<file path="src/rtl/cnl_pkg.sv">
// shared types, constants and codes for the count normalise / log / clr unit
// no dependencies; imported by every module of the block
package cnl_pkg;

    // front queue
    localparam int QDEPTH = 4;
    localparam int QPTR_W = $clog2(QDEPTH);

    // unit latencies in register stages
    localparam int DIV_LAT = 47;
    localparam int LOG_LAT = 34;
    localparam int LOG_PAD = DIV_LAT - LOG_LAT;

    // ln 2 in q.24
    localparam logic [23:0] LN2_Q24 = 24'd11629080;

    localparam logic signed [47:0] VAL_MAX = 48'sh7FFF_FFFF_FFFF;
    localparam logic signed [47:0] VAL_MIN = 48'sh8000_0000_0000;

    localparam logic [1:0] METHOD_REL = 2'd1;

    // configuration register indexes
    typedef enum logic [1:0] {
        CFG_METHOD = 2'd0,
        CFG_SCALE  = 2'd1,
        CFG_PSEUDO = 2'd2,
        CFG_DENSE  = 2'd3
    } t_cfg_idx;

    typedef enum logic [1:0] {
        ST_OK  = 2'd0,
        ST_SAT = 2'd1,
        ST_NEG = 2'd2
    } t_status;

    // work class decided by the front
    typedef enum logic [2:0] {
        OP_MARK,
        OP_CLR_ZERO,
        OP_CLR_SAT,
        OP_REL_SF0,
        OP_REL_DIV,
        OP_LOG,
        OP_LOG_SF0,
        OP_CLR_LOG
    } t_op;

    typedef struct packed {
        logic [1:0]  method;
        logic [31:0] scale;
        logic        pseudo;
        logic        dense;
    } t_cfg;

    // queue entry between front and back
    typedef struct packed {
        t_op         op;
        logic [30:0] row;
        logic [32:0] x;
        logic [31:0] sf;
    } t_entry;

    // data that rides alongside the arithmetic units
    typedef struct packed {
        t_op         op;
        logic [30:0] row;
        logic [31:0] v;
        logic        sat;
        logic        ovf;
    } t_meta;

    typedef struct packed {
        logic               kind;
        logic [30:0]        row;
        logic signed [47:0] val;
        t_status            status;
    } t_result;

endpackage

</file>
<file path="src/rtl/cnl_front.sv">
// front: classifies incoming transactions and holds them in a short queue
// depends on cnl_pkg
module cnl_front import cnl_pkg::*; (
    input  logic        i_clk,
    input  logic        i_rst_n,
    input  t_cfg        i_cfg,
    input  logic        i_push,
    output logic        o_full,
    input  logic        i_command,
    input  logic [31:0] i_sample_value,
    input  logic [31:0] i_size_factor,
    input  logic [30:0] i_row_index,
    output logic        o_q_valid,
    output t_entry      o_q_entry,
    input  logic        i_q_pop
);

    t_entry              n_ent;
    t_entry              r_q [QDEPTH];
    logic [QPTR_W-1:0]   r_wr;
    logic [QPTR_W-1:0]   r_rd;
    logic [QPTR_W:0]     r_cnt;
    logic                wr;
    logic                rd;

    // classify the item
    always_comb begin
        n_ent.row = i_row_index;
        n_ent.sf  = i_size_factor;
        n_ent.x   = {1'b0, i_sample_value};
        if (i_cfg.method[1] && i_cfg.pseudo) begin
            n_ent.x = {1'b0, i_sample_value} + 33'h1_0000;
        end
        if (i_command) begin
            n_ent.op = OP_MARK;
        end else if (i_cfg.method[1]) begin
            if (n_ent.x == 33'h0) begin
                n_ent.op = OP_CLR_ZERO;
            end else if (i_size_factor == 32'h0) begin
                n_ent.op = OP_CLR_SAT;
            end else begin
                n_ent.op = OP_CLR_LOG;
            end
        end else if (i_cfg.method == METHOD_REL) begin
            n_ent.op = (i_size_factor == 32'h0) ? OP_REL_SF0 : OP_REL_DIV;
        end else begin
            n_ent.op = (i_size_factor == 32'h0) ? OP_LOG_SF0 : OP_LOG;
        end
    end

    assign o_full    = (r_cnt == (QPTR_W+1)'(QDEPTH));
    assign wr        = i_push && !o_full;
    assign rd        = i_q_pop && (r_cnt != '0);
    assign o_q_valid = (r_cnt != '0);
    assign o_q_entry = r_q[r_rd];

    // queue storage
    always_ff @(posedge i_clk) begin
        if (wr) begin
            r_q[r_wr] <= n_ent;
        end
    end

    // queue pointers
    always_ff @(posedge i_clk) begin
        if (!i_rst_n) begin
            r_wr  <= '0;
            r_rd  <= '0;
            r_cnt <= '0;
        end else begin
            if (wr) begin
                r_wr <= r_wr + 1'b1;
            end
            if (rd) begin
                r_rd <= r_rd + 1'b1;
            end
            if (wr && !rd) begin
                r_cnt <= r_cnt + 1'b1;
            end else if (rd && !wr) begin
                r_cnt <= r_cnt - 1'b1;
            end
        end
    end

endmodule

</file>
<file path="config.mk">
export PLATFORM = sky130hd
export DESIGN_NAME = cnl_front
export DESIGN_NICKNAME = d
export VERILOG_FILES = /design/src/rtl/cnl_pkg.sv /design/src/rtl/cnl_front.sv
export SDC_FILE = /design/constraint.sdc
export NUM_CORES = 1
export LEC_CHECK = 0
export BUFFER_PORTS_ARGS = -buffer_cell sky130_fd_sc_hd__buf_2
export CAP_MARGIN = 15
export CORE_MARGIN = 5
export CORE_UTILIZATION = 25
export DETAILED_ROUTE_END_ITERATION = 12
export MAX_ROUTING_LAYER = met4
export PLACE_DENSITY_LB_ADDON = 0.12
export SYNTH_ARGS = -nofsm -noshare
export SYNTH_HDL_FRONTEND = slang
export SYNTH_SLANG_ARGS = --single-unit
</file>
<file path="constraint.sdc">
create_clock -name i_clk -period 5.65 [get_ports i_clk]
set_clock_uncertainty 0.15 [all_clocks]
set_input_delay 1.13 -clock i_clk [delete_from_list [all_inputs] [get_ports i_clk]]
set_output_delay 1.13 -clock i_clk [all_outputs]
set_load 0.005 [all_outputs]
</file>
==> metrics.txt <==
status complete, no violations; RSZ-0062 raised after global routing no; Post-Route WL 36.9 mm; met2 usage 18.1%; largest net degree at the start of global routing 54; CP arrival 2510 ps; Area Growth Syn to Fin 22.5%; most used standard cell by instance count after synthesis edfxtp_1; sequential share of the synthesized area roughly four fifths; syn_nets 814; leakage around 6.1 nW; setup slack, reg-to-reg 2830 ps; post-route cell area 18800 µm²; CTS max path bufs 3; average wire per standard cell 21.3 µm; post-DR vias/cell between 4 and 5; die width 258 µm; layout net count 1052; CTS resizes 0; root buffer cell clkbuf_16; pwr/cell area 445 nW/µm²; DR DRC count 0; GRT Total Usage 11.2%; Layout Utilization 30.7%; CTS tree done; CORE AREA just over 60000 µm²; # clock sinks roughly 410; I/O pins 237; Max Fanout on Critical Path 39; postcts setup bufs 0; DP HPWL 22.1 mm; number of DRC markers in iteration 0 338; Die Span Y 258 µm; Worst Path Buf+Inv 2; crit path cell chain buf_12, mux4_2, buf_2; top cells by count, synth 396 x edfxtp_1, 99 x mux4_2, 16 x buf_2, 16 x xnor2_1, 15 x nor4_1; Synth top area share 77.3%; initial antenna violation count 1; Clk pin slew, worst setup/hold paths ~60 ps; synth warn 0; met3 Usage GRT around 2.8%; CP endpoint kind output pin; worst slew pin tran 964 ps; RR Startpoint r_cnt[0]; final setup vio count 0; Synth Register Bits 405; Die Area roughly 67000 µm²; count of unique library cells instantiated by Yosys 41; Vias 7450; FILL cells 5966; worst reg2reg endpoint r_q[2][71]; Tightest Hold Check Type flip-flop to flip-flop; Final Cycle Share 67.1%; Rel. slew slack 35.7%; Cell Area, Synth about 15000 µm²; Reg2Reg Depth 4; Max VDD drop 0.188 mV; vias in the first global route between 8000 and 9000; total congestion overflow 0; Post-synth EDFFs 396; GP Congestion 0.705; Worst path top cell family by delay flip-flops; Max-cap violations 0; Slew Limit Fails 0; post-route ant nets 0; CP Data Required Time 4370 ps; Post-Syn Area per Cell 23.0 µm²; share of synthesized registers carrying an async set or reset 0%; placed cell area 17400 µm²; met1 GRT Util between 10 and 15%; CTS Buf Count 48; Skew-Pair Late Insertion Delay ~560 ps; Worst path slowest cell dfxtp_4; setup TNS 0 ps; final hold vios 0; main area contributors after synthesis edfxtp_1 77%, mux4_2 14%, dfxtp_1 1.2%, xnor2_1 0.91%, nor4_1 0.61%; hold_buf cts 0; Final Critical Period 3790 ps; Core Rows 91; Syn Inst Count 670; crit path to o_q_entry[8]; starting density of the core 25.1%; layout cell share with drive strength beyond 1 41.1%; Top FF cell, synth edfxtp_1; Synth area leader edfxtp_1; critical path startpoint category flip-flop; Port Buffers 203; Fmax achieved ~260 MHz; CP Class flip-flop to output pin; H-tree level count 2; slowest stage delay, CP 770 ps; cell depth of the worst setup path 3; first-pass GRT wire length ~55 mm; global route hottest layer met2; DRT Pass-1 Iters 4
[per-stage QoR]
step           hold WS [ps]  instances  power [W]  setup slack [ps]
6_report                345       1732    0.00839              1860
5_1_grt                 366       1732    0.00886              1630
4_1_cts                 344       1731    0.00863              1690
3_5_place_dp            335       1648    0.00577              1800
3_3_place_gp            321       1648    0.00577              1800
2_1_floorplan           310        670    0.00490              1230
[power breakdown]
part / internal [W] / switching (W)
clock: 0.00160 / 0.00119
sequential: 0.00368 / 0.000131
combinational: 0.000893 / 0.000903
[registers in the layout (all words and copies together), names as in the netlist, named ones only]
register	cells
r_rd	2
r_cnt	3
r_wr	2
r_q	396
[kinds of logic after synthesis]
logic type               Yosys count  share of synthesized area, %
buffers and inverters             35                         0.984
multiplexers                     102                          14.7
AND/OR/NAND/NOR                   79                          2.99
flip-flops                       405                          78.5
XOR/XNOR                          22                          1.25
AO/OA/AOI/OAI                     19                         0.895
adder cells (fa/ha/maj)            8                         0.700
[how the worst min path moves through the flow]
stage | startpoint | to | slack [ps] | cells after the start
floorplan | r_cnt[2] | r_cnt[2] | 310 | 2
global placement | r_cnt[2] | r_cnt[2] | 320 | 2
detailed placement | r_cnt[2] | r_cnt[2] | 340 | 2
CTS | r_cnt[2] | r_cnt[2] | 340 | 2
global route | r_cnt[2] | r_cnt[2] | 370 | 2
finish | r_cnt[2] | r_cnt[2] | 340 | 2
[placed cells by master, fill, tap and decap left out, drive strengths merged, types with 6 or more instances in the layout]
master | netlist | routed
and2 | 10 | 10
buf | 17 | 217
clkbuf | 12 | 58
clkinv | 0 | 20
dfxtp | 9 | 9
edfxtp | 396 | 396
ha | 7 | 7
inv | 6 | 7
mux4 | 99 | 99
nand2 | 11 | 11
nand4 | 12 | 12
nor2 | 10 | 10
nor4 | 15 | 15
xnor2 | 16 | 16
xor2 | 6 | 6
[metal layers]
metal  up-vias  share of wire, %
li1       3329                 -
met1      3893                43
met2       169                49
met3        59               5.3
met4         0               2.1
met5         -                 0
[cell type report]
cell class                      count  area (µm²)  area share [%]
Antenna cell                        1        2.50          0.0133
Clock buffer                       58        1240            6.57
Clock inverter                     25         161           0.856
Inverter                            6        22.5           0.120
Multi-Input combinational cell    230        3170            16.8
Sequential cell                   405       12100            64.1
Tap cell                          790         988            5.24
Timing Repair Buffer              217        1180            6.28
[worst reg2reg max path: stages (launching register included)]
cell and delay (ps):
dfxtp_1 430, nor3b_1 100, nor2b_1 500, and2_4 770, buf_4 520
No activity file was read; power rests on OpenSTA's default activity.
